<file path="src/hdl/tsdrt_fifo.sv">
// small register queue between the front and back parts
module tsdrt_fifo #(
	parameter int W     = 8,
	parameter int DEPTH = 4
) (
	input  logic         clk,
	input  logic         arst_n,
	input  logic         push,
	input  logic [W-1:0] push_data,
	output logic         full,
	input  logic         pop,
	output logic [W-1:0] head_data,
	output logic         empty
);
	localparam int PW = (DEPTH > 1) ? $clog2(DEPTH) : 1;
	localparam int CW = $clog2(DEPTH + 1);

	logic [W-1:0]  slot_q [DEPTH];
	logic [PW-1:0] wr_ptr_q;
	logic [PW-1:0] rd_ptr_q;
	logic [CW-1:0] count_q;

	assign full      = (count_q == CW'(DEPTH));
	assign empty     = (count_q == '0);
	assign head_data = slot_q[rd_ptr_q];

	always_ff @(posedge clk) begin
		if (push) begin
			slot_q[wr_ptr_q] <= push_data;
		end
	end

	always_ff @(posedge clk or negedge arst_n) begin
		if (!arst_n) begin
			wr_ptr_q <= '0;
			rd_ptr_q <= '0;
			count_q  <= '0;
		end else begin
			if (push) begin
				wr_ptr_q <= (wr_ptr_q == PW'(DEPTH - 1)) ? '0 : wr_ptr_q + 1'b1;
			end
			if (pop) begin
				rd_ptr_q <= (rd_ptr_q == PW'(DEPTH - 1)) ? '0 : rd_ptr_q + 1'b1;
			end
			if (push && !pop) begin
				count_q <= count_q + 1'b1;
			end else if (pop && !push) begin
				count_q <= count_q - 1'b1;
			end
		end
	end

`ifndef SYNTHESIS
	a_count_bound: assert property (@(posedge clk) disable iff (!arst_n)
		count_q <= CW'(DEPTH)) else $error("queue count beyond depth");
	a_no_overflow: assert property (@(posedge clk) disable iff (!arst_n)
		!(push && full && !pop)) else $error("push into full queue");
	a_no_underflow: assert property (@(posedge clk) disable iff (!arst_n)
		!(pop && empty)) else $error("pop from empty queue");
`endif

endmodule

</file>
<file path="config.mk">
export PLATFORM = sky130hd
export DESIGN_NAME = tsdrt_fifo
export DESIGN_NICKNAME = d
export VERILOG_FILES = /design/src/hdl/tsdrt_fifo.sv
export SDC_FILE = /design/constraint.sdc
export NUM_CORES = 1
export LEC_CHECK = 0
export CAP_MARGIN = 5
export CORE_MARGIN = 5
export CORE_UTILIZATION = 45
export DETAILED_ROUTE_END_ITERATION = 10
export DONT_BUFFER_PORTS = 1
export SLEW_MARGIN = 40
export SYNTH_ARGS = -nofsm -noshare
export SYNTH_HDL_FRONTEND = slang
export SYNTH_SLANG_ARGS = --single-unit
export TNS_END_PERCENT = 10
</file>
<file path="constraint.sdc">
create_clock -name clk -period 1.2 [get_ports clk]
set_input_delay 0.06 -clock clk [delete_from_list [all_inputs] [get_ports clk]]
set_output_delay 0.06 -clock clk [all_outputs]
set_load 0.02 [all_outputs]
</file>
== Word-level counts from Yosys, hierarchy flattened ==
Memory sizes are Yosys's and may differ from the RTL's.
Cells that the tools add are included.

* Add/subtract/negate cells: 4
* Equal/unequal tests: 3
* Muxes and demuxes: 6
* Reduce and logical (&&, ||, !) cells: 6

{| class="wikitable"
|+ Operators with widths
! operator !! count
|-
| $mux 3 || 2
|-
| $add 2x1->2 const B || 2
|-
| $eq 2x2->1 const B || 2
|-
| $mux 2 || 2
|-
| $add 3x1->3 const B || 1
|-
| $eq 3x3->1 const B || 1
|-
| $logic_not 3->1 || 1
|-
| $sub 3x1->3 const B || 1
|-
| $logic_and 1x1->1 || 2
|-
| $logic_not 1->1 || 2
|-
| $mux 1 || 2
|-
| $reduce_bool 2->1 || 1
|}

* Register bits: 7
* RAM bits: 32
* Bits of input ports: 12
* Output and inout bits: 10
* Word-level logic and storage cells: 23
* Memories: 1

{| class="wikitable"
|+ Memory list
! name !! words !! bits a word !! read ports !! clocked after Yosys merged registers in !! write ports !! line !! RTL
|-
| slot_q || 4 || 8 || 1 || 0 || 1 || 18 || <nowiki>logic [W-1:0] slot_q [DEPTH];</nowiki>
|}

== Logic depth before layout (Yosys ltp) ==
Gate-level depths: netlist of the first run.

* Depth in word-level cells: 4
* Depth in mapped cells: 7
* Depth with buffers taken out: 7

== Worst setup path before layout of the first run ==
No wires, ideal clock.

* Kind: reg-to-reg
* Start: register count_q[0]
* End: register count_q[2]
* Arrival time: 1.216 ns
* Data required time: 1.121 ns
* Path slack: -0.095 ns
* Cell stages (with the launch flop): 5
* Clock period less this slack: 1.295 ns
* Cells stage by stage: dfrtp_1 > fa_1 > xor2_1 > nor2_1 > xor2_1

* Cells in the longest elaborated chain, start to end: 3

{| class="wikitable"
|+ Ends and longest elaborated chain
! element !! line !! RTL
|-
| from (decl) || 21 || <nowiki>logic [CW-1:0] count_q;</nowiki>
|-
| from (signal assigned) || 46 || <nowiki>count_q <= count_q + 1'b1;</nowiki>
|-
| from (signal assigned) || 48 || <nowiki>count_q <= count_q - 1'b1;</nowiki>
|-
| $sub 3x1->3 || 48 ||
|-
| $mux 3 || 47 || <nowiki>end else if (pop && !push) begin</nowiki>
|-
| $mux 3 * || 45 || <nowiki>if (push && !pop) begin</nowiki>
|}

Mark *: on every way between the ends. The rest lies on a longest branch, timed or not. The select of a mux whose other input is x is not followed.
A chain may end at the register's enable or synchronous reset.

== Final worst setup path of the first run ==
* Start: register rd_ptr_q[0]
* End: output port head_data[1]

* Cells in the longest elaborated chain, start to end: 1

{| class="wikitable"
|+ Ends and longest elaborated chain
! element !! line !! RTL
|-
| from (decl) || 20 || <nowiki>logic [PW-1:0] rd_ptr_q;</nowiki>
|-
| from (signal assigned) || 43 || <nowiki>rd_ptr_q <= (rd_ptr_q == PW'(DEPTH - 1)) ? '0 : rd_ptr_q + 1'b1;</nowiki>
|-
| $mem_v2 4x8 || n/a ||
|-
| to (decl) || 12 || <nowiki>output logic [W-1:0] head_data,</nowiki>
|}

No other way between the ends.

==> results by group, run 1 <==
Outcome
  • Status: finished, violations left
  • Failing checks: negative setup slack

Power
  • PwrDens: 2260 mW/mm²
  • Peak VDD IR: between 1000 and 1500 µV
  • Overall power: 4.44 mW
  • Static Leak: ~0.73 nW

Clocking
  • CTS Sinks: 39
  • Root Driver: clkbuf_4
  • TritonCTS buffer count: 5
  • Reg clk slew, reported paths: between 0.1 and 0.15 ns
  • Later-pin clock latency in the skew report: approximately 0.33 ns
  • TritonCTS clock tree: yes
  • CTS max path bufs: 2
  • # H-tree levels: 2

STA
  • Slew margin rel.: 0.760
  • Final setup viols: 13
  • Final worst slack: -0.332 ns
  • Hold Violations, Final: 0
  • Min Tclk post-route: roughly 1.5 ns
  • Max-slew violation count: 0
  • Ratio of final minimum period to clock period: 1.28
  • Setup TNS: -2.85 ns
  • Highest clock rate: roughly 650 MHz
  • Worst-Margin Slew: ~0.36 ns
  • Final Skew: 0.00738 ns
  • Final hold slack: between 0.05 and 0.06 ns
  • RSZ-0062 raised after global routing: true

Layout
  • Non-filler cells, final: roughly 160
  • # diodes: 0
  • Fillers: between 200 and 300
  • Area grow syn2layout: 25.3%
  • Layout cells sized above 1: 0.367
  • Post-route core utilization: 0.585
  • Nets: about 130

Drt
  • Final wirelength: about 2.5 mm
  • Initial DRT Pass Iterations: 4
  • Drt via density: about 5
  • Post-DR wirelength/cell: around 16 µm
  • DR vias: 763
  • 1st-iter DRT viols: 40
  • Residual DRC count: 0
  • Antenna-violating nets left: 0

GRT
  • Antenna violations before repair: 0
  • Total gr overflow: 0
  • Global routing's busiest layer: met2
  • First-pass GRT wire length: around 4.3 mm
  • GRT Resource Usage Total: 0.120
  • Met2 usage: 0.189
  • Vias in the first global route: about 820
  • Met1 usage: 0.142
  • GR met3 Demand/Resource: 0.0610
  • Largest net degree at the start of global routing: 13

Die
  • Die width: just under 70 µm
  • Io pins: 22
  • Core Area: 0.00336 mm²
  • Total die area: 0.00477 mm²
  • Die span in y: just under 70 µm
  • Row Count: 21
  • Starting Density: 0.467

Yosys
  • Synth Cell Area: approximately 0.0016 mm²
  • Largest family of logic cells by synthesized area: multiplexers
  • Area share of fa/ha/maj cells after synthesis: 0.0606
  • Warnings from Yosys: 0
  • Compound-Gate Fraction of Synth Area: 0.00637
  • Post-synthesis xor/xnor area fraction: 0.0167
  • Gate Count Post-Synth: between 70 and 80
  • Cells taking the most area after synthesis: edfxtp_1 (61%), mux4_2 (11%), dfrtp_1 (11%)
  • Syn Area/Cell: approximately 20 µm²
  • Post-synth top area share: 0.612
  • Netlist cell types: 18
  • Most area-hungry cell type in the Yosys netlist: edfxtp_1
  • Multiplexer area fraction after synthesis: 0.136
  • Syn nets: 98
  • Seq/Total Area, Yosys: 0.724
  • Simple-gate area share of the yosys netlist: 0.0343
  • Flops & latches, synth: 39

Place
  • Final HPWL DP: 1.72 mm
  • DP Cell Count: 135
  • RePlAce Congestion: slightly below 0.7
  • PortBufs: 0

Critical path
  • Critical Path Fanout Max: 4
  • Crit-path max cell delay: slightly below 0.6 ns
  • Max stage delay cell, worst path: mux4_2
  • Critical path class: register to output pin
  • Crit path DAT: ~1.5 ns
  • Crit end category: output pin
  • Crit-path cells: buf_6 -> mux4_2
  • Worst Path Required: 1.14 ns
  • Startpoint types: register

Hold path
  • Worst hold path type: input port to register

Run
  • MaxCap Viol Count: 0
[cell type report]
type	instances	area, µm²	share of cell area
clock inverters	3	38.8	0.0197
repair buffers	24	246	0.125
inverters	5	18.8	0.00954
multi-input cells	33	432	0.219
well taps	46	57.6	0.0293
clock buffers	5	37.5	0.0191
flip-flops and latches	39	1140	0.578
[per-layer routing]
layer	part of all wire	routed length, µm	vias up
li1	-	-	362
met1	0.42	1050	378
met2	0.50	1260	16
met3	0.060	150	7
met4	0.018	45	0
met5	0	0	-
[worst max-delay path, delay by kind of cell, from the launching register on]
kind	cells	cell delay [ns]
flops	1	0.41
mux	1	0.58
buf+inv	1	0.15
[registers in the layout (all words and copies together), names as in the netlist]
name / flops
slot_q: 32
rd_ptr_q: 2
count_q: 3
wr_ptr_q: 2
[metrics by stage]
step                      setup WS [ns]  cell area [µm²]
after global placement          -0.0561             1730
after detailed placement        -0.0879             1730
final                            -0.332             1970
after CTS                        -0.362             1950
after global routing             -0.415             1970
after floorplan                 -0.0166             1570
[synthesized netlist by cell type]
cell	instances
inv_1	5
buf_2	1
nor2_1	2
dfrtp_1	7
fa_1	1
xnor2_1	1
o21ai_0	2
nand2_1	1
nor3_1	1
edfxtp_1	32
mux4_2	8
mux2_2	3
and2_1	4
buf_6	1
ha_1	6
nor3b_1	1
nand3_1	1
xor2_1	2
[report_power, final]
part / internal [mW] / switching, mW / total, mW
clock network: 0.429 / 0.401 / 0.829
registers: 1.78 / 0.144 / 1.92
logic: 0.838 / 0.847 / 1.68
total: 3.05 / 1.39 / 4.44
[worst paths after layout]
| check | startpoint | endpoint | slack (ns) | cells after the start |
|---|---|---|---|---|
| hold reg to reg | count_q[2] | count_q[2] | 0.52 | 1 |
| setup reg to reg | rd_ptr_q[0] | rd_ptr_q[1] | -0.09 | 4 |
| setup / recovery | rd_ptr_q[0] | head_data[1] | -0.33 | 2 |
| hold / removal | push | slot_q[3][1] | 0.05 | 1 |
| max in group asynchronous | arst_n | wr_ptr_q[0] | 0.88 | 1 |
| min in group asynchronous | arst_n | rd_ptr_q[1] | 0.06 | 1 |
[cells in the final DEF, fill, tap and decap left out, types with 2 or more instances in the layout]
master | netlist | final
and2_4 | 0 | 3
buf_12 | 0 | 2
buf_4 | 0 | 8
buf_6 | 1 | 3
clkbuf_4 | 0 | 5
dfrtp_1 | 7 | 7
dlygate4sd3_1 | 0 | 10
edfxtp_1 | 32 | 32
ha_1 | 6 | 5
inv_1 | 5 | 3
inv_2 | 0 | 2
mux2_2 | 3 | 3
mux4_2 | 8 | 8
nor2_1 | 2 | 2
o21ai_0 | 2 | 2
xor2_1 | 2 | 2
[logic make-up after synthesis]
family / count (synthesis)
adder cells (fa/ha/maj): 7
XOR/XNOR: 3
buffers and inverters: 7
flip-flops: 39
AO/OA/AOI/OAI: 2
multiplexers: 11
AND/OR/NAND/NOR: 10
[repair_timing]
item / in CTS / in global routing
hold buffers: 11 / 0
endpoints found under the setup margin: 45 / 46
buffers inserted: 1 / 0
hold endpoints to repair: 44 / 0
resized for setup: 10 / 3
pin swaps: 2 / 0
(Power assumes the default switching activity.)
==> run 2, diff against run 1 <==
- CORE_ASPECT_RATIO: unset -> 0.75
==> results by group, run 2 (synthesized netlist as in run 1, its figures left out) <==
Outcome
  • Status: finished, violations left
  • Failing checks: negative setup slack

Critical path
  • CP Buf/Inv Count: 1
  • R2R Path End: count_q[2]
  • Cell count of the worst reg-to-reg path: 4
  • FF-to-FF Start: count_q[1]
  • Crit-path max cell delay: between 0.5 and 0.6 ns
  • Critical path class: register to output pin
  • Crit-path cells: buf_6 -> mux4_2
  • Crit end category: output pin
  • Max stage delay cell, worst path: mux4_2
  • Startpoint types: register
  • CP delay by family, top: multiplexers
  • R2R Setup Slk: -0.05 ns
  • Critical Path Fanout Max: 4
  • Crit path DAT: approximately 1.4 ns
  • Worst Path Required: around 1.1 ns

Layout
  • # diodes: 0
  • Most common cell after layout, fill and taps aside: edfxtp_1
  • Nets: 131
  • Number of flip-flops in the largest register: 32
  • Fillers: 250
  • Most frequent cells in the layout: edfxtp_1 (32), dlygate4sd3_1 (11), buf_6 (10)
  • Area grow syn2layout: 30.0%
  • Largest regs: slot_q: 32 flops, count_q: 3 flops
  • Design area: between 0.002 and 0.0025 mm²
  • Layout cells sized above 1: 0.416
  • Biggest register: slot_q

Place
  • Final HPWL DP: 1.78 mm
  • RePlAce Congestion: approximately 0.73
  • PortBufs: 0
  • Post-DP Area: between 0.0015 and 0.002 mm²

Clocking
  • CTS Sinks: 39
  • Root Driver: clkbuf_8
  • Reg clk slew, reported paths: about 0.08 ns
  • TritonCTS clock tree: yes
  • CTS max path bufs: 2
  • Later-pin clock latency in the skew report: around 0.29 ns
  • TritonCTS buffer count: 5
  • # H-tree levels: 2

Drt
  • Initial DRT Pass Iterations: 4
  • DR vias: 777
  • Antenna-violating nets left: 0
  • Drt via density: 5.08
  • Post-DR wirelength/cell: between 15 and 20 µm
  • Residual DRC count: 0
  • Final wirelength: 2.64 mm
  • 1st-iter DRT viols: 31

Hold path
  • Worst hold stages: 2
  • WHS Endpoint: count_q[0]
  • Hold Path Origin: push
  • Worst hold path type: input port to register

STA
  • Slew margin rel.: 0.779
  • Min Tclk post-route: between 1 and 1.5 ns
  • Hold Violations, Final: 0
  • Final setup viols: 14
  • Final Skew: ~0.0067 ns
  • Worst-Margin Slew: about 0.33 ns
  • Highest clock rate: between 600 and 700 MHz
  • Max-slew violation count: 0
  • Ratio of final minimum period to clock period: 1.24
  • RSZ-0062 raised after global routing: true
  • Final worst slack: -0.288 ns

GRT
  • Global routing's busiest layer: met2
  • GRT Resource Usage Total: 0.126
  • Total gr overflow: 0
  • Met1 usage: 0.152
  • Vias in the first global route: between 800 and 900
  • Largest net degree at the start of global routing: 14
  • GR met3 Demand/Resource: 0.0556
  • Met2 usage: 0.201
  • Antenna violations before repair: 0
  • First-pass GRT wire length: approximately 4.3 mm

Power
  • PwrDens: 2360 mW/mm²
  • Peak VDD IR: approximately 1300 µV
  • Overall power: between 4 and 5 mW
  • Static Leak: 0.763 nW

Die
  • Io pins: 22
  • Die width: ~78 µm
  • Core Area: 0.00333 mm²
  • Starting Density: 0.471
  • Die span in y: about 61 µm
  • Row Count: 18
  • Total die area: roughly 0.0048 mm²

Run
  • MaxCap Viol Count: 0
run 2: cell types whose count changed in the layout (fill, tap and decap cells not counted), sizes merged:
cell          before  now
buf               13   17
dlygate4sd3       10   11
dlymetal6s4s       1    0
run 2: final cells by class:
class	instances	area, µm²	area share
Clock buffer	5	68.8	0.0337
Clock inverter	3	43.8	0.0214
Inverter	5	18.8	0.00919
Multi-Input combinational cell	33	437	0.214
Sequential cell	39	1140	0.556
Tap cell	40	50.0	0.0245
Timing Repair Buffer	28	288	0.141
run 2: stage by stage:
step | hold slack (ns) | util | cells | setup TNS (ns) | worst slack, ns
after floorplan | -0.236 | - | 79 | -0.113 | -0.0166
after global placement | -0.235 | 0.524 | 134 | -0.945 | -0.0413
after detailed placement | -0.235 | 0.524 | 134 | -1.13 | -0.0564
after CTS | 0.0731 | 0.605 | 153 | -2.70 | -0.310
after global routing | 0.0884 | 0.613 | 153 | -3.61 | -0.339
final | 0.0782 | 0.613 | 153 | -2.39 | -0.288
run 2: per-layer routing:
metal  vias up  wire, µm
li1        364         -
met3         6       156
met4         0        38
met2        15      1340
met1       392      1100
met5         -         0
run 2: worst max path at each step:
| stage | startpoint | to | cells after the start |
|---|---|---|---|
| global route | rd_ptr_q[0] | head_data[5] | 2 |
| floorplan | count_q[1] | count_q[2] | 4 |
| detailed placement | count_q[1] | count_q[2] | 4 |
| global placement | wr_ptr_q[0] | slot_q[1][6] | 4 |
| finish | rd_ptr_q[0] | head_data[3] | 2 |
| CTS | rd_ptr_q[0] | head_data[3] | 2 |
run 2: what timing repair did:
item                       in CTS  in global routing
setup buffers                   0                  0
hold buffers                   11                  0
setup endpoints to repair      45                 43
gates resized for setup        15                  8
hold endpoints to repair       43                  0
pin swaps                       2                  1
run 2: where the power goes:
group,switching (mW),internal [mW]
combinational,0.881,0.932
clock,0.452,0.618
sequential,0.149,1.78
total,1.48,3.33
run 2: worst reg2reg max path, cell delays in order, from the launching register on:
cell     delay, ns
dfrtp_1       0.41
fa_2          0.37
xor2_1        0.15
nor2_1        0.12
xor2_1        0.14
==> run 3, diff against run 2 <==
- CORE_UTILIZATION: 45 -> 27
==> results by group, run 3 (synthesized netlist as in run 1, its figures left out) <==
Clocking
  • Reg clk slew, reported paths: about 0.080 ns
  • Post-CTS Repair Setup Buffers: 0
  • TritonCTS buffer count: 5
  • CTS max path bufs: 2
  • CTS Sinks: 39
  • TritonCTS clock tree: yes
  • # H-tree levels: 2
  • Root Driver: clkbuf_8
  • Later-pin clock latency in the skew report: 0.29 ns

STA
  • Ratio of final minimum period to clock period: 1.22
  • Max-slew violation count: 0
  • Min Tclk post-route: 1.47 ns
  • Worst-Margin Slew: 0.348 ns
  • Final Skew: roughly 0.010 ns
  • Highest clock rate: 682 MHz
  • RSZ-0062 raised after global routing: true
  • Final setup viols: 21
  • Final worst slack: -0.266 ns
  • Slew margin rel.: 0.767
  • Hold Violations, Final: 0

Place
  • Final HPWL DP: 2.07 mm
  • RePlAce Congestion: around 0.73
  • PortBufs: 0

Hold path
  • Worst hold path type: input port to register
  • Hold Path Origin: push
  • WHS Endpoint: count_q[0]
  • Worst hold stages: 2

Drt
  • Initial DRT Pass Iterations: 4
  • Residual DRC count: 0
  • Antenna-violating nets left: 0
  • 1st-iter DRT viols: 15
  • Drt via density: around 4.1
  • Final wirelength: 2.90 mm
  • DR vias: 767
  • Post-DR wirelength/cell: around 15 µm

Critical path
  • Crit path DAT: 1.41 ns
  • R2R Setup Slk: -0.06 ns
  • Cell count of the worst reg-to-reg path: 4
  • FF-to-FF Start: count_q[1]
  • Worst Path Required: approximately 1.1 ns
  • Crit end category: output pin
  • R2R Path End: count_q[2]
  • Critical Path Fanout Max: 6
  • Startpoint types: register
  • Critical path class: register to output pin

Die
  • Starting Density: 0.274
  • Die width: slightly below 100 µm
  • Io pins: 22
  • Total die area: approximately 0.0075 mm²
  • Die span in y: about 76 µm
  • Row Count: 24
  • Core Area: ~0.0057 mm²

GRT
  • Largest net degree at the start of global routing: 13
  • Total gr overflow: 0
  • Antenna violations before repair: 0
  • Vias in the first global route: 872
  • GRT Resource Usage Total: 0.0835
  • First-pass GRT wire length: between 4 and 5 mm

Layout
  • Post-route core utilization: 0.359
  • Number of flip-flops in the largest register: 32
  • Most frequent cells in the layout: edfxtp_1 (32), dlygate4sd3_1 (11), buf_4 (9)
  • Nets: about 130
  • # diodes: 0
  • Biggest register: slot_q
  • Layout cells sized above 1: 0.373
  • Area grow syn2layout: 31.1%
  • Fillers: 530
  • Most common cell after layout, fill and taps aside: edfxtp_1
  • Largest regs: slot_q: 32 flops, count_q: 3 flops

Power
  • PwrDens: 2370 mW/mm²
  • Peak VDD IR: between 600 and 700 µV
  • Static Leak: 0.747 nW
  • Overall power: roughly 4.9 mW

Outcome
  • Failing checks: negative setup slack
  • Status: finished, violations left

Run
  • MaxCap Viol Count: 0
-- run 3: layout make-up --
| class | count | area (µm²) | area share |
|---|---|---|---|
| Inverter | 5 | 18.8 | 0.00912 |
| Sequential cell | 39 | 1140 | 0.552 |
| Tap cell | 78 | 97.6 | 0.0474 |
| Multi-Input combinational cell | 33 | 422 | 0.205 |
| Clock buffer | 6 | 72.6 | 0.0353 |
| Clock inverter | 2 | 60.1 | 0.0292 |
| Timing Repair Buffer | 25 | 251 | 0.122 |
-- run 3: how the worst max path moves through the flow --
stage	start	endpoint	slack, ns
2_1_floorplan	count_q[1]	count_q[2]	-0.02
3_3_place_gp	count_q[1]	count_q[2]	-0.04
3_5_place_dp	wr_ptr_q[0]	slot_q[3][3]	-0.12
4_1_cts	rd_ptr_q[0]	head_data[6]	-0.28
5_1_grt	rd_ptr_q[0]	head_data[1]	-0.31
6_report	rd_ptr_q[0]	head_data[1]	-0.27
-- run 3: critical path, stage by stage (launching register included) --
cell	delay (ns)
dfrtp_1	0.36
buf_6	0.15
mux4_2	0.59
-- run 3: stage by stage --
step,setup WS (ns),cells,hold WS (ns),TNS (ns),instance area [µm²]
4_1_cts,-0.281,188,0.0801,-2.55,2050
3_3_place_gp,-0.0375,169,-0.235,-0.505,1780
2_1_floorplan,-0.0166,79,-0.236,-0.113,1570
3_5_place_dp,-0.123,169,-0.235,-2.14,1780
6_report,-0.266,188,0.0698,-2.25,2060
5_1_grt,-0.311,188,0.0949,-3.31,2060
-- run 3: metal layers --
layer,global-route usage,vias up,wire [µm]
met1,0.0855,388,1090
li1,-,357,-
met4,0.0373,0,56
met2,0.144,17,1600
met5,0,-,0
met3,0.0403,5,154
-- run 3: report_power, final --
group / internal (mW) / switching, mW
clock: 0.831 / 0.454
sequential: 1.78 / 0.139
combinational: 0.814 / 0.864
-- run 3: what timing repair did --
item                                   4_1_cts  5_1_grt
gates resized for setup                     10        2
pin swaps                                    2        1
endpoints found under the hold margin       43        0
setup endpoints to repair                   45       43
hold buffers                                11        0
