[src/hdl/tsdrt_pkg.sv]
// shared types and constants of the tile store dirty rectangle tracker
package tsdrt_pkg;

	localparam int MAX_COLUMNS_DEF = 128;
	localparam int MAX_ROWS_DEF    = 128;
	localparam int TILE_BITS_DEF   = 16;
	localparam int QUEUE_DEPTH     = 4;

	localparam int MODE_W     = 2;
	localparam int COORD_W    = 11;
	localparam int VALUE_W    = 16;
	localparam int MAP_W      = 8;
	localparam int CFG_IDX_W  = 2;
	localparam int CFG_DATA_W = 16;
	localparam int IN_DATA_W  = 40;
	localparam int OUT_DATA_W = 48;
	localparam int RECT_POS_W = 7;
	localparam int RECT_LEN_W = 8;

	localparam logic [MAP_W-1:0] MAP_SIZE_RST = 8'd128;

	localparam logic [CFG_IDX_W-1:0] CFG_MAP_WIDTH  = 2'd0;
	localparam logic [CFG_IDX_W-1:0] CFG_MAP_HEIGHT = 2'd1;
	localparam logic [CFG_IDX_W-1:0] CFG_EMPTY_TILE = 2'd2;

	typedef enum logic [MODE_W-1:0] {
		OP_WRITE = 2'd0,
		OP_READ  = 2'd1,
		OP_CLEAR = 2'd2,
		OP_MARK  = 2'd3
	} op_t;

	typedef struct packed {
		op_t  op;
		logic in_bounds;
	} tsdrt_ctl_t;

endpackage

[src/hdl/tsdrt_front.sv]
// front part: accepts words, checks bounds and forms the store address
module tsdrt_front #(
	parameter int MAX_COLUMNS = 128,
	parameter int MAX_ROWS    = 128,
	parameter int TILE_BITS   = 16,
	parameter int ENTRY_W     = 8
) (
	input  logic                          clk,
	input  logic                          arst_n,
	input  logic                          hold,
	input  logic                          in_valid,
	output logic                          in_ready,
	input  logic [tsdrt_pkg::MODE_W-1:0]  in_mode,
	input  logic [tsdrt_pkg::COORD_W-1:0] in_x,
	input  logic [tsdrt_pkg::COORD_W-1:0] in_y,
	input  logic [tsdrt_pkg::VALUE_W-1:0] in_value,
	input  logic [tsdrt_pkg::COORD_W-1:0] eff_w,
	input  logic [tsdrt_pkg::COORD_W-1:0] eff_h,
	output logic                          push,
	output logic [ENTRY_W-1:0]            push_data,
	input  logic                          full
);
	import tsdrt_pkg::*;

	localparam int XW = $clog2(MAX_COLUMNS);
	localparam int YW = $clog2(MAX_ROWS);
	localparam int AW = $clog2(MAX_COLUMNS * MAX_ROWS);

	tsdrt_ctl_t           ctl_c;
	logic [XW-1:0]        x_c;
	logic [YW-1:0]        y_c;
	logic [AW-1:0]        addr_c;
	logic [TILE_BITS-1:0] val_c;
	logic                 accept;

	logic                 valid_s1;
	tsdrt_ctl_t           ctl_s1;
	logic [AW-1:0]        addr_s1;
	logic [XW-1:0]        x_s1;
	logic [YW-1:0]        y_s1;
	logic [TILE_BITS-1:0] val_s1;

	always_comb begin
		ctl_c.op        = op_t'(in_mode);
		ctl_c.in_bounds = !in_x[COORD_W-1] && !in_y[COORD_W-1] &&
		                  ({1'b0, in_x[COORD_W-2:0]} < eff_w) &&
		                  ({1'b0, in_y[COORD_W-2:0]} < eff_h);
		x_c    = in_x[XW-1:0];
		y_c    = in_y[YW-1:0];
		addr_c = AW'(y_c) * AW'(MAX_COLUMNS) + AW'(x_c);
		val_c  = TILE_BITS'(in_value);
	end

	assign in_ready  = !hold && (!valid_s1 || !full);
	assign accept    = in_valid && in_ready;
	assign push      = valid_s1 && !full;
	assign push_data = {ctl_s1, addr_s1, x_s1, y_s1, val_s1};

	always_ff @(posedge clk or negedge arst_n) begin
		if (!arst_n) begin
			valid_s1 <= 1'b0;
		end else if (accept) begin
			valid_s1 <= 1'b1;
		end else if (push) begin
			valid_s1 <= 1'b0;
		end
	end

	always_ff @(posedge clk) begin
		if (accept) begin
			ctl_s1  <= ctl_c;
			addr_s1 <= addr_c;
			x_s1    <= x_c;
			y_s1    <= y_c;
			val_s1  <= val_c;
		end
	end

endmodule

[config.mk]
export PLATFORM = sky130hd
export DESIGN_NAME = tsdrt_front
export DESIGN_NICKNAME = d
export VERILOG_FILES = /design/src/hdl/tsdrt_pkg.sv /design/src/hdl/tsdrt_front.sv
export SDC_FILE = /design/constraint.sdc
export NUM_CORES = 1
export LEC_CHECK = 0
export ABC_CLOCK_PERIOD_IN_PS = 1200
export BUFFER_PORTS_ARGS = -buffer_cell sky130_fd_sc_hd__clkbuf_2
export CORE_UTILIZATION = 18
export DETAILED_ROUTE_END_ITERATION = 7
export PLACE_DENSITY = 0.79
export SYNTH_ARGS = -nofsm -noshare
export SYNTH_HDL_FRONTEND = slang
export SYNTH_SLANG_ARGS = --single-unit
[constraint.sdc]
create_clock -name clk -period 1.2 [get_ports clk]
set_clock_uncertainty 0.1 [all_clocks]
set_input_delay 0.24 -clock clk [delete_from_list [all_inputs] [get_ports clk]]
set_output_delay 0.24 -clock clk [all_outputs]
set_load 0.01 [all_outputs]
Yosys cells after proc, flatten, opt, wreduce, memory -nomap -nowiden --
Index checks and enable logic that the tools add are counted.
Operators by class: order comparisons 0, multipliers 0, divide/modulo/power cells 0, reduce and logical (&&, ||, !) cells 8, eq/ne operators 0, multiplexer cells 2, bitwise logic cells 0, shift-type cells 0, add/subtract/negate cells 0
Operator list (count):
- $logic_and A1 B1 Y1 | 3
- $logic_not A1 Y1 | 3
- $mux W1 | 2
- $reduce_bool A2 Y1 | 1
- $logic_or A1 B1 Y1 | 1
Storage, ports and cells: memories 0, input port bits 67, register bits 9, output and inout bits 10, memory bits (writable) 0, latch bits 0, bits in read-only memories 0

Longest topological paths before layout --
Gate-level depths: netlist (run 1).
depth after elaboration 5, gate-level depth with buffers 2

Worst setup path after synthesis (run 1) --
OpenSTA, ideal clock, no wires.
kind register to register, start reg valid_s1, end reg val_s1[0], enable pin, setup slack 56 ps, library setup time 345 ps, required time 755 ps, arrival 699 ps, cell stages (with the launch flop) 2, cell sequence dfrtp_1 > a21oi_2
Between the ends: cells in the longest elaborated chain, start to end 4
Ends and longest elaborated chain:
- start: declaration | RTL line tsdrt_front.sv:36 | logic valid_s1;
- start signal: assignment | RTL line tsdrt_front.sv:61 | valid_s1 <= 1'b0;
- start signal: assignment | RTL line tsdrt_front.sv:63 | valid_s1 <= 1'b1;
- start signal: assignment | RTL line tsdrt_front.sv:65 | valid_s1 <= 1'b0;
- $logic_not A1 Y1 | RTL line tsdrt_front.sv:54 | assign in_ready = !hold && (!valid_s1 || !full);
- $logic_or A1 B1 Y1 | RTL line tsdrt_front.sv:54
- $logic_and A1 B1 Y1 | RTL line tsdrt_front.sv:54
- $logic_and A1 B1 Y1 | RTL line tsdrt_front.sv:55 | assign accept = in_valid && in_ready;
- via accept | RTL line tsdrt_front.sv:34 | logic accept;
- end signal: assignment | RTL line tsdrt_front.sv:75 | val_s1 <= val_c;
- end: declaration | RTL line tsdrt_front.sv:41 | logic [TILE_BITS-1:0] val_s1;
The timed path passes the listed nets, and every way through them passes these cells. A chain may end at the register's enable or synchronous reset.

Worst setup path after layout (run 1) --
start reg valid_s1, end out push
Between the ends: cells in the longest elaborated chain, start to end 1
Ends and longest elaborated chain:
- $logic_and A1 B1 Y1 | RTL line tsdrt_front.sv:56 | assign push = valid_s1 && !full;
- end: declaration | RTL line tsdrt_front.sv:19 | output logic push,
Every way passes these cells.

==> impl_results.md, run 1 <==
* Core area at 1540 sq um
* DRC Markers at 0
* Commonest cells post-synth: edfxtp_1, nand2_1
* Internal at approximately 0.53 mW
* Top-count cell post-synth: edfxtp_1
* Syn nets at 82
* Pleak at 0.230 nW
* Multi-input logic area at between 40 and 50 sq um
* Status: finished, violations left
* Avg Synthesized Cell Area at just over 20 sq um
* Area leader, netlist: edfxtp_1
* Largest net degree at the start of global routing at 9
* Routed wire per std cell at around 11 um
* Fmax at ~790 MHz
* Place WS at a little under 0.06 ns
* Fin Setup TNS at -0.155 ns
* Worst slew margin at 0.921
* Slew @ Worst Pin at between 0.1 and 0.15 ns
* Die Wd at ~43 um
* Critical path required time at 0.86 ns
* Largest cells by area after synthesis: edfxtp_1, dfrtp_1, nand2b_4, a21oi_2, nand2_1
* Grt ovf at 0
* Fraction of layout cells with a size suffix above 1 at 0.705
* Root Driver: clkbuf_4
* Maximum clock insertion buffer count at 2
* Gp weighted congestion at 0.712
* Hold_ws at 0.0602 ns
* Met1 Use GR at 0.137
* Worst-path clk slew at 0.06 ns
* Pre-Repair DR Iteration Count at 1
* Number of buffers created by CTS at 3
* M2 GR Usage at 0.0716
* Comb pwr share at 0.114
* Failing checks: negative setup slack
* Final wirelength at about 700 um
* Final setup violation count at 10
* Switching part of the total at 0.206
* Power per Cell Area at ~1300 nW/um^2
* Slack of the critical path at -0.0720 ns
* Worst setup SP type: flip-flop
* ANT nets after route at 0
* Yosys top cell area share at 0.784
* Post-synth top flop: edfxtp_1
* Detailed Route Iter0 Violations at 0
* Insertion delay to the later sink of the worst-skew pair at roughly 0.25 ns
* I/O pin count at between 70 and 80
* RSZ-0062 raised after global routing: true
* Gr usage total at 0.0817
* Critical path type: flip-flop to primary output
* H-tree levels at 1
* Async S/R FF share, synth at 0.111
* Vias in the first global route at roughly 240
* First-pass GRT wire length at between 1000 and 1500 um
* Synthesized flop and latch total at 9
* Post-synth EDFFs at 8
* Register share of total power at 0.551
* FP Rows at 14
* Die Y at between 40 and 50 um
* Worst Hold Class: primary input to flip-flop
* Yosys Warn Count at 0
* # diodes at 0
* Max-cap viol count at 0
* CTS tree: yes
* Fillers at 165
* Max-slew violations at 0
* Post-layout min period at 1.27 ns
* Clock power frac at 0.335
* Worst vdd ir at roughly 540 uV
* Net Sw Power at 0.136 mW
* Final Hold Violating Endpoints at 0
* Clk sinks at 9
* Worst setup EP type: primary output
* Buffers added on ports at 22
* Via count at roughly 230
* CP max FO at 3
* Netlist cell types at 7
* Fin nets at 112
* Initial Util at 0.199
* Part of the cycle the worst path needs at 1.06
* Gr busiest metal: met1
* Mapped Cells at 15
* Mapped Area at 307 sq um
* Via/cell ratio at 3.78
* Met3 usage at 0.0255
* Worst Path Arrival at between 0.9 and 1 ns
* Antenna violations before repair at 0
* Register area at roughly 270 sq um
* Area growth, synth to finish at 62.4%
* Post-synthesis sequential area ratio at 0.865
* Full die area at about 1900 sq um
## power by group through the flow
stage	logic, mW	clock network, mW	registers (mW)
after global routing	0.0825	0.252	0.366
after CTS	0.0692	0.234	0.366
after floorplan	0.0165	0	0.377
final	0.0756	0.222	0.365
after detailed placement	0.0652	0	0.372
after global placement	0.0632	0	0.372
## worst max-delay path, stage by stage (launching register included)
cell	delay (ns)
dfrtp_1	0.40
nor2b_2	0.16
clkbuf_2	0.12
## worst paths after layout
kind / slack [ns] / start / to / cells after the start
min: 0.06 / in_value[4] / val_s1[4] / 1
min reg2reg: 0.53 / valid_s1 / valid_s1 / 3
max in group asynchronous: 0.72 / arst_n / valid_s1 / 2
max: -0.07 / valid_s1 / push / 2
max reg2reg: 0 / valid_s1 / val_s1[6] / 3
min in group asynchronous: 0.20 / arst_n / valid_s1 / 2
## per-stage QoR
step | util | power (mW) | std cells | cell area, sq um
floorplan | - | 0.393 | 15 | 307
global placement | 0.288 | 0.436 | 54 | 444
detailed placement | 0.288 | 0.437 | 54 | 444
CTS | 0.314 | 0.670 | 59 | 484
global route | 0.323 | 0.701 | 60 | 498
finish | 0.323 | 0.663 | 60 | 498
## what timing repair did
item                                   in CTS  in global routing
resized for setup                           1                  3
endpoints found under the hold margin       1                  0
hold buffers                                1                  0
setup buffers                               0                  1
setup endpoints to repair                   2                  2
## cells in the final DEF (no fill, tap or decap), drive strengths merged
cell | synthesis | routed
buf | 0 | 3
nand2 | 2 | 2
nand2b | 1 | 1
dfrtp | 1 | 1
clkbuf | 0 | 25
a21oi | 2 | 2
nor2b | 1 | 1
dlygate4sd3 | 0 | 1
edfxtp | 8 | 8
## registers in the layout, summed over array words and instances (netlist names)
signal	count
val_s1	8
valid_s1	1
## cell type report
cell class                 count  area share
clock buffer                   4      0.0528
multi-input combinational      6      0.0955
sequential                     9       0.533
timing repair buffer          25       0.279
tap                           16      0.0402
## kinds of logic after synthesis
logic type         after synthesis  synth area share
and+or+nand+nor                  4            0.0898
AOI/OAI and AO/OA                2            0.0449
DFF                              9             0.865
## layer usage
metal | routed length, um | up-vias
met5 | 0 | -
met1 | 377 | 93
met3 | 98 | 0
met4 | 0 | 0
met2 | 212 | 22
li1 | - | 112
Power figures use the tool's default switching activity.
==> run 2: changes to the inputs <==
--- a/config.mk
+++ b/config.mk
@@ -5,11 +5,11 @@
 export SDC_FILE = /design/constraint.sdc
 export NUM_CORES = 1
 export LEC_CHECK = 0
-export ABC_CLOCK_PERIOD_IN_PS = 1200
+export ABC_CLOCK_PERIOD_IN_PS = 1250
 export BUFFER_PORTS_ARGS = -buffer_cell sky130_fd_sc_hd__clkbuf_2
-export CORE_UTILIZATION = 18
+export CORE_UTILIZATION = 20
 export DETAILED_ROUTE_END_ITERATION = 7
-export PLACE_DENSITY = 0.79
+export PLACE_DENSITY = 0.83
 export SYNTH_ARGS = -nofsm -noshare
 export SYNTH_HDL_FRONTEND = slang
 export SYNTH_SLANG_ARGS = --single-unit
==> constraint.sdc (replaced) <==
create_clock -name clk -period 1.25 [get_ports clk]
set_clock_uncertainty 0.1 [all_clocks]
set_input_delay 0.25 -clock clk [delete_from_list [all_inputs] [get_ports clk]]
set_output_delay 0.25 -clock clk [all_outputs]
set_load 0.01 [all_outputs]
==> run 2 against run 1 <==
The flow still finishes with violations (negative setup slack). Utilization is 3.9 points higher. Critical endpoint is now in_ready. Critical path depth unchanged. Final area down 0.75%. Sequential power down 4%. Count of clock-buffer cells in the layout did not move. First-iteration DRC count rose by 11.
==> impl_results.md, run 2 (synthesis results as in run 1) <==
* Area growth, synth to finish at 61.2%
* Buffers added on ports at 22
* Worst-path clk slew at ~0.060 ns
* Slew @ Worst Pin at about 0.13 ns
* ANT nets after route at 0
* Max reg flops at 8
* Failing checks: negative setup slack
* Slack of the critical path at -0.0390 ns
* Final wirelength at 641 um
* Power per Cell Area at ~1300 nW/um^2
* Reg2reg path depth at 3
* Final setup violation count at 2
* Antenna violations before repair at 0
* # diodes at 0
* Worst Hold Class: primary input to flip-flop
* Fin Setup TNS at -0.0706 ns
* Crit Reg-Reg Endpoint: val_s1[1]
* Full die area at approximately 1700 sq um
* R2R setup slack at 0.03 ns
* Gp weighted congestion at 0.668
* Commonest non-fill, non-tap cell in the layout: clkbuf_2
* Insertion delay to the later sink of the worst-skew pair at around 0.25 ns
* Pre-Repair DR Iteration Count at 4
* I/O pin count at 77
* Total power at around 0.64 mW
* Maximum clock insertion buffer count at 2
* Initial Util at 0.224
* Root Driver: clkbuf_4
* Critical path required time at 0.90 ns
* Worst setup SP type: flip-flop
* Core area at roughly 1400 sq um
* Detailed Route Iter0 Violations at 11
* Via count at 227
* Number of buffers created by CTS at 3
* Fmax at between 700 and 800 MHz
* Pleak at 0.230 nW
* Worst Setup SP: valid_s1
* RSZ-0062 raised after global routing: true
* CP max FO at 4
* Most frequent cells in the layout: clkbuf_2, edfxtp_1, clkbuf_4
* Worst vdd ir at around 490 uV
* Largest reg by FF count: val_s1
* Max-cap viol count at 0
* Worst slew margin at 0.912
* Max-slew violations at 0
* Via/cell ratio at just under 4
* Gr usage total at 0.0863
* DRC Markers at 0
* Final Hold Violating Endpoints at 0
* Clk sinks at 9
* Reg2reg start: valid_s1
* Fin nets at between 100 and 150
* Worst Path Arrival at approximately 0.94 ns
* Critical path type: flip-flop to primary output
* First-pass GRT wire length at slightly below 900 um
* Die Wd at 41.2 um
* Largest regs: val_s1: 8 flops, valid_s1: 1 flops
* Routed wire per std cell at about 11 um
* FP Rows at 13
* Fraction of layout cells with a size suffix above 1 at 0.682
* Worst setup endpoint: in_ready
* Vias in the first global route at ~210
* Post-layout min period at 1.29 ns
* Worst setup EP type: primary output
* Largest net degree at the start of global routing at 9
* Status: finished, violations left
* CTS tree: yes
* Grt ovf at 0
* Part of the cycle the worst path needs at 1.03
* Die Y at between 40 and 50 um
* H-tree levels at 1
==> run 2: cell count changes in the layout (fill, tap and decap cells not counted) <==
cell	delta
buf_2	+1
nor2b_2	-1
nor2b_1	+1
clkbuf_2	-1
==> run 2: worst min-delay path by stage <==
stage | start | to | slack [ns] | cells after the start
after floorplan | arst_n | valid_s1 | -0.15 | 0
after global placement | arst_n | valid_s1 | -0.07 | 1
after detailed placement | arst_n | valid_s1 | -0.07 | 1
after CTS | in_value[0] | val_s1[0] | 0.06 | 1
after global routing | in_value[3] | val_s1[3] | 0.06 | 1
final | in_value[4] | val_s1[4] | 0.07 | 1
==> run 2: routing by layer <==
layer | global-route usage | up-vias | part of all wire
met5 | 0 | - | 0
met4 | 0.0726 | 0 | 0
met3 | 0.0217 | 0 | 0.20
met2 | 0.0820 | 24 | 0.31
met1 | 0.143 | 91 | 0.49
li1 | - | 112 | -
==> run 2: repair_timing <==
| action | 4_1_cts | 5_1_grt |
|---|---|---|
| buffers inserted | 1 | 0 |
| gates resized for setup | 1 | 3 |
| setup endpoints to repair | 2 | 10 |
| pin swaps | 0 | 1 |
| hold buffers | 1 | 0 |
| endpoints found under the hold margin | 1 | 0 |
==> run 2: worst max-delay path, cell delays in order, from the launching register on <==
cell	delay [ns]
dfrtp_1	0.41
a21oi_2	0.14
buf_2	0.14
==> run 2: per-stage QoR <==
step                area (sq um)  setup slack [ns]  hold WS [ns]   util  cells
global route                 494           -0.0913        0.0614  0.362     59
floorplan                    307             0.106        -0.146      -     15
global placement             443             0.107       -0.0732  0.324     53
detailed placement           443             0.105       -0.0737  0.324     53
finish                       494           -0.0390        0.0680  0.362     59
CTS                          490           -0.0594        0.0578  0.359     59
==> run 2: final cells by class <==
cell class	count	area [sq um]
Tap cell	15	18.8
Multi-Input combinational cell	6	45.0
Timing Repair Buffer	25	139
Sequential cell	9	265
Clock buffer	4	26.3
Fill cell	146	872
==> run 2: where the power goes <==
part	total, mW	switching, mW	leakage (nW)	internal, mW
clock	0.217	0.0940	0.0150	0.123
combinational	0.0701	0.0320	0.128	0.0381
sequential	0.351	0.00676	0.0867	0.344
==> run 3: changes to the inputs <==
--- a/config.mk
+++ b/config.mk
@@ -9,7 +9,7 @@
 export BUFFER_PORTS_ARGS = -buffer_cell sky130_fd_sc_hd__clkbuf_2
 export CORE_UTILIZATION = 20
 export DETAILED_ROUTE_END_ITERATION = 7
-export PLACE_DENSITY = 0.83
+export PLACE_DENSITY = 0.76
 export SYNTH_ARGS = -nofsm -noshare
 export SYNTH_HDL_FRONTEND = slang
 export SYNTH_SLANG_ARGS = --single-unit
==> run 3 against run 2 <==
The run still ends with negative setup slack left. Critical path depth unchanged. Die area is the same. Utilization rose by 0.46 points. Fmax is 1.7% higher. First-iteration DRC count is 73% lower. Sequential share of layout area decreased by 0.67 points. Combinational power increased by 7.4%. Via count grew 1.8%. Global-route usage rose by 0.90 points. Largest cell class unchanged. Highest routed layer unchanged.
==> impl_results.md, run 3 (synthesis results as in run 1) <==
* Pleak at 0.234 nW
* CTS tree: yes
* Routed wire per std cell at about 11 um
* Worst Hold Class: primary input to flip-flop
* FP Rows at 13
* R2R setup slack at about 0.040 ns
* Comb pwr share at 0.117
* Final setup violation count at 2
* Root Driver: clkbuf_4
* Switching part of the total at 0.207
* Gp weighted congestion at about 0.77
* First-pass GRT wire length at around 860 um
* Worst Path Arrival at ~0.9 ns
* Largest reg by FF count: val_s1
* Largest net degree at the start of global routing at 9
* Family with the most delay on the worst path: flip-flops
* Fin nets at 112
* Die Wd at 41.2 um
* Hold EP: val_s1[6]
* Clock power frac at 0.336
* Gr usage total at 0.0952
* Vias in the first global route at 201
* Critical path type: flip-flop to primary output
* Placed inst area at approximately 440 sq um
* DRC Markers at 0
* Initial Util at 0.224
* Critical path required time at 0.90 ns
* Worst-path clk slew at 0.06 ns
* Most frequent cells in the layout: clkbuf_2, edfxtp_1, clkbuf_4, nand2_1, buf_4
* Full die area at 1690 sq um
* Status: finished, violations left
* Worst setup SP type: flip-flop
* Slew @ Worst Pin at 0.120 ns
* Final wirelength at around 670 um
* Place WS at about 0.11 ns
* Core area at roughly 1400 sq um
* Maximum clock insertion buffer count at 2
* Crit-path cells: a21oi_1, buf_2
* Fraction of layout cells with a size suffix above 1 at 0.682
* Largest regs: val_s1: 8 flops, valid_s1: 1 flops
* Number of buffers created by CTS at 3
* Final Core Density at 0.366
* CP max FO at 3
* Final instance area at 500 sq um
* Internal at just over 0.5 mW
* Part of the cycle the worst path needs at 1.01
* Reg2reg start: valid_s1
* Fmax at 789 MHz
* Worst slew margin at 0.920
* Register share of total power at 0.546
* Hold Path Stages at 1
* # diodes at 0
* I/O pin count at 77
* Via/cell ratio at roughly 3.9
* Max-cap viol count at 0
* Area growth, synth to finish at 63.3%
* Commonest non-fill, non-tap cell in the layout: clkbuf_2
* Reg2reg path depth at 3
* Post-layout min period at ~1.3 ns
* Final Hold Violating Endpoints at 0
* Net Sw Power at roughly 0.13 mW
* Clk sinks at 9
* Slack of the critical path at -0.0173 ns
* Detailed Route Iter0 Violations at 3
* H-tree levels at 1
* Buffers added on ports at 22
* Power per Cell Area at about 1300 nW/um^2
* Grt ovf at 0
* Worst Setup SP: valid_s1
* Critical path buffers and inverters at 1
* Failing checks: negative setup slack
* Critical-path top delay cell: dfrtp_1
* ANT nets after route at 0
* Max reg flops at 8
* Crit Reg-Reg Endpoint: val_s1[0]
* Antenna violations before repair at 0
* Die Y at a little over 40 um
* Pre-Repair DR Iteration Count at 4
* Max-slew violations at 0
* Worst setup EP type: primary output
* HP Start: in_value[6]
* Worst vdd ir at roughly 420 uV
* Via count at ~230
* RSZ-0062 raised after global routing: true
* Insertion delay to the later sink of the worst-skew pair at 0.25 ns
* Crit-path max cell delay at around 0.40 ns
==> run 3: cell types whose count changed in the layout (fill, tap and decap cells not counted) <==
cell     previous run  this run
a21oi_1             0         1
a21oi_2             2         1
buf_2               2         1
buf_4               1         2
nor2b_1             1         0
nor2b_4             0         1
==> run 3: stage by stage <==
stage | std cells | setup TNS, ns | power, mW | hold slack [ns]
after floorplan | 15 | 0 | 0.378 | -0.146
after global placement | 53 | 0 | 0.419 | -0.0666
after detailed placement | 53 | 0 | 0.419 | -0.0667
after CTS | 59 | -0.0620 | 0.647 | 0.0616
after global routing | 59 | -0.134 | 0.680 | 0.0472
final | 59 | -0.0267 | 0.641 | 0.0679
==> run 3: routing by layer <==
layer  share of wire  GRT usage
met4               0     0.0726
met1            0.49      0.116
met5               0          0
met3            0.21     0.0870
met2            0.30     0.0977
==> run 3: timing repair <==
item                       CTS  global route
hold buffers                 1             0
gates resized for setup      2             3
hold endpoints to repair     1             0
setup endpoints to repair    2             2
buffers inserted             1             0
==> run 3: worst reg2reg max path, cell delays in order (launching register included) <==
cell and delay, ns:
dfrtp_1 0.40, buf_4 0.15, a21oi_2 0.10, buf_4 0.17
==> run 3: area by class of cell <==
cell class,count,area [sq um]
timing repair buffer,25,141
tap,15,18.8
multi-input combinational,6,48.8
sequential,9,265
fill,145,866
clock buffer,4,26.3
==> run 3: how the worst max path moves through the flow <==
stage                           end  cells after the start  slack, ns
after global routing       in_ready                      2      -0.07
after global placement    val_s1[2]                      4       0.13
after detailed placement  val_s1[5]                      4       0.11
after CTS                  in_ready                      2      -0.04
after floorplan           val_s1[0]                      1       0.11
final                      in_ready                      2      -0.02
==> run 3: power groups by stage <==
stage	logic [mW]	registers, mW	clock network (mW)
final	0.0753	0.350	0.215
after global placement	0.0618	0.357	0
after detailed placement	0.0624	0.357	0
after global routing	0.0823	0.351	0.247
after CTS	0.0735	0.350	0.224
after floorplan	0.0159	0.362	0
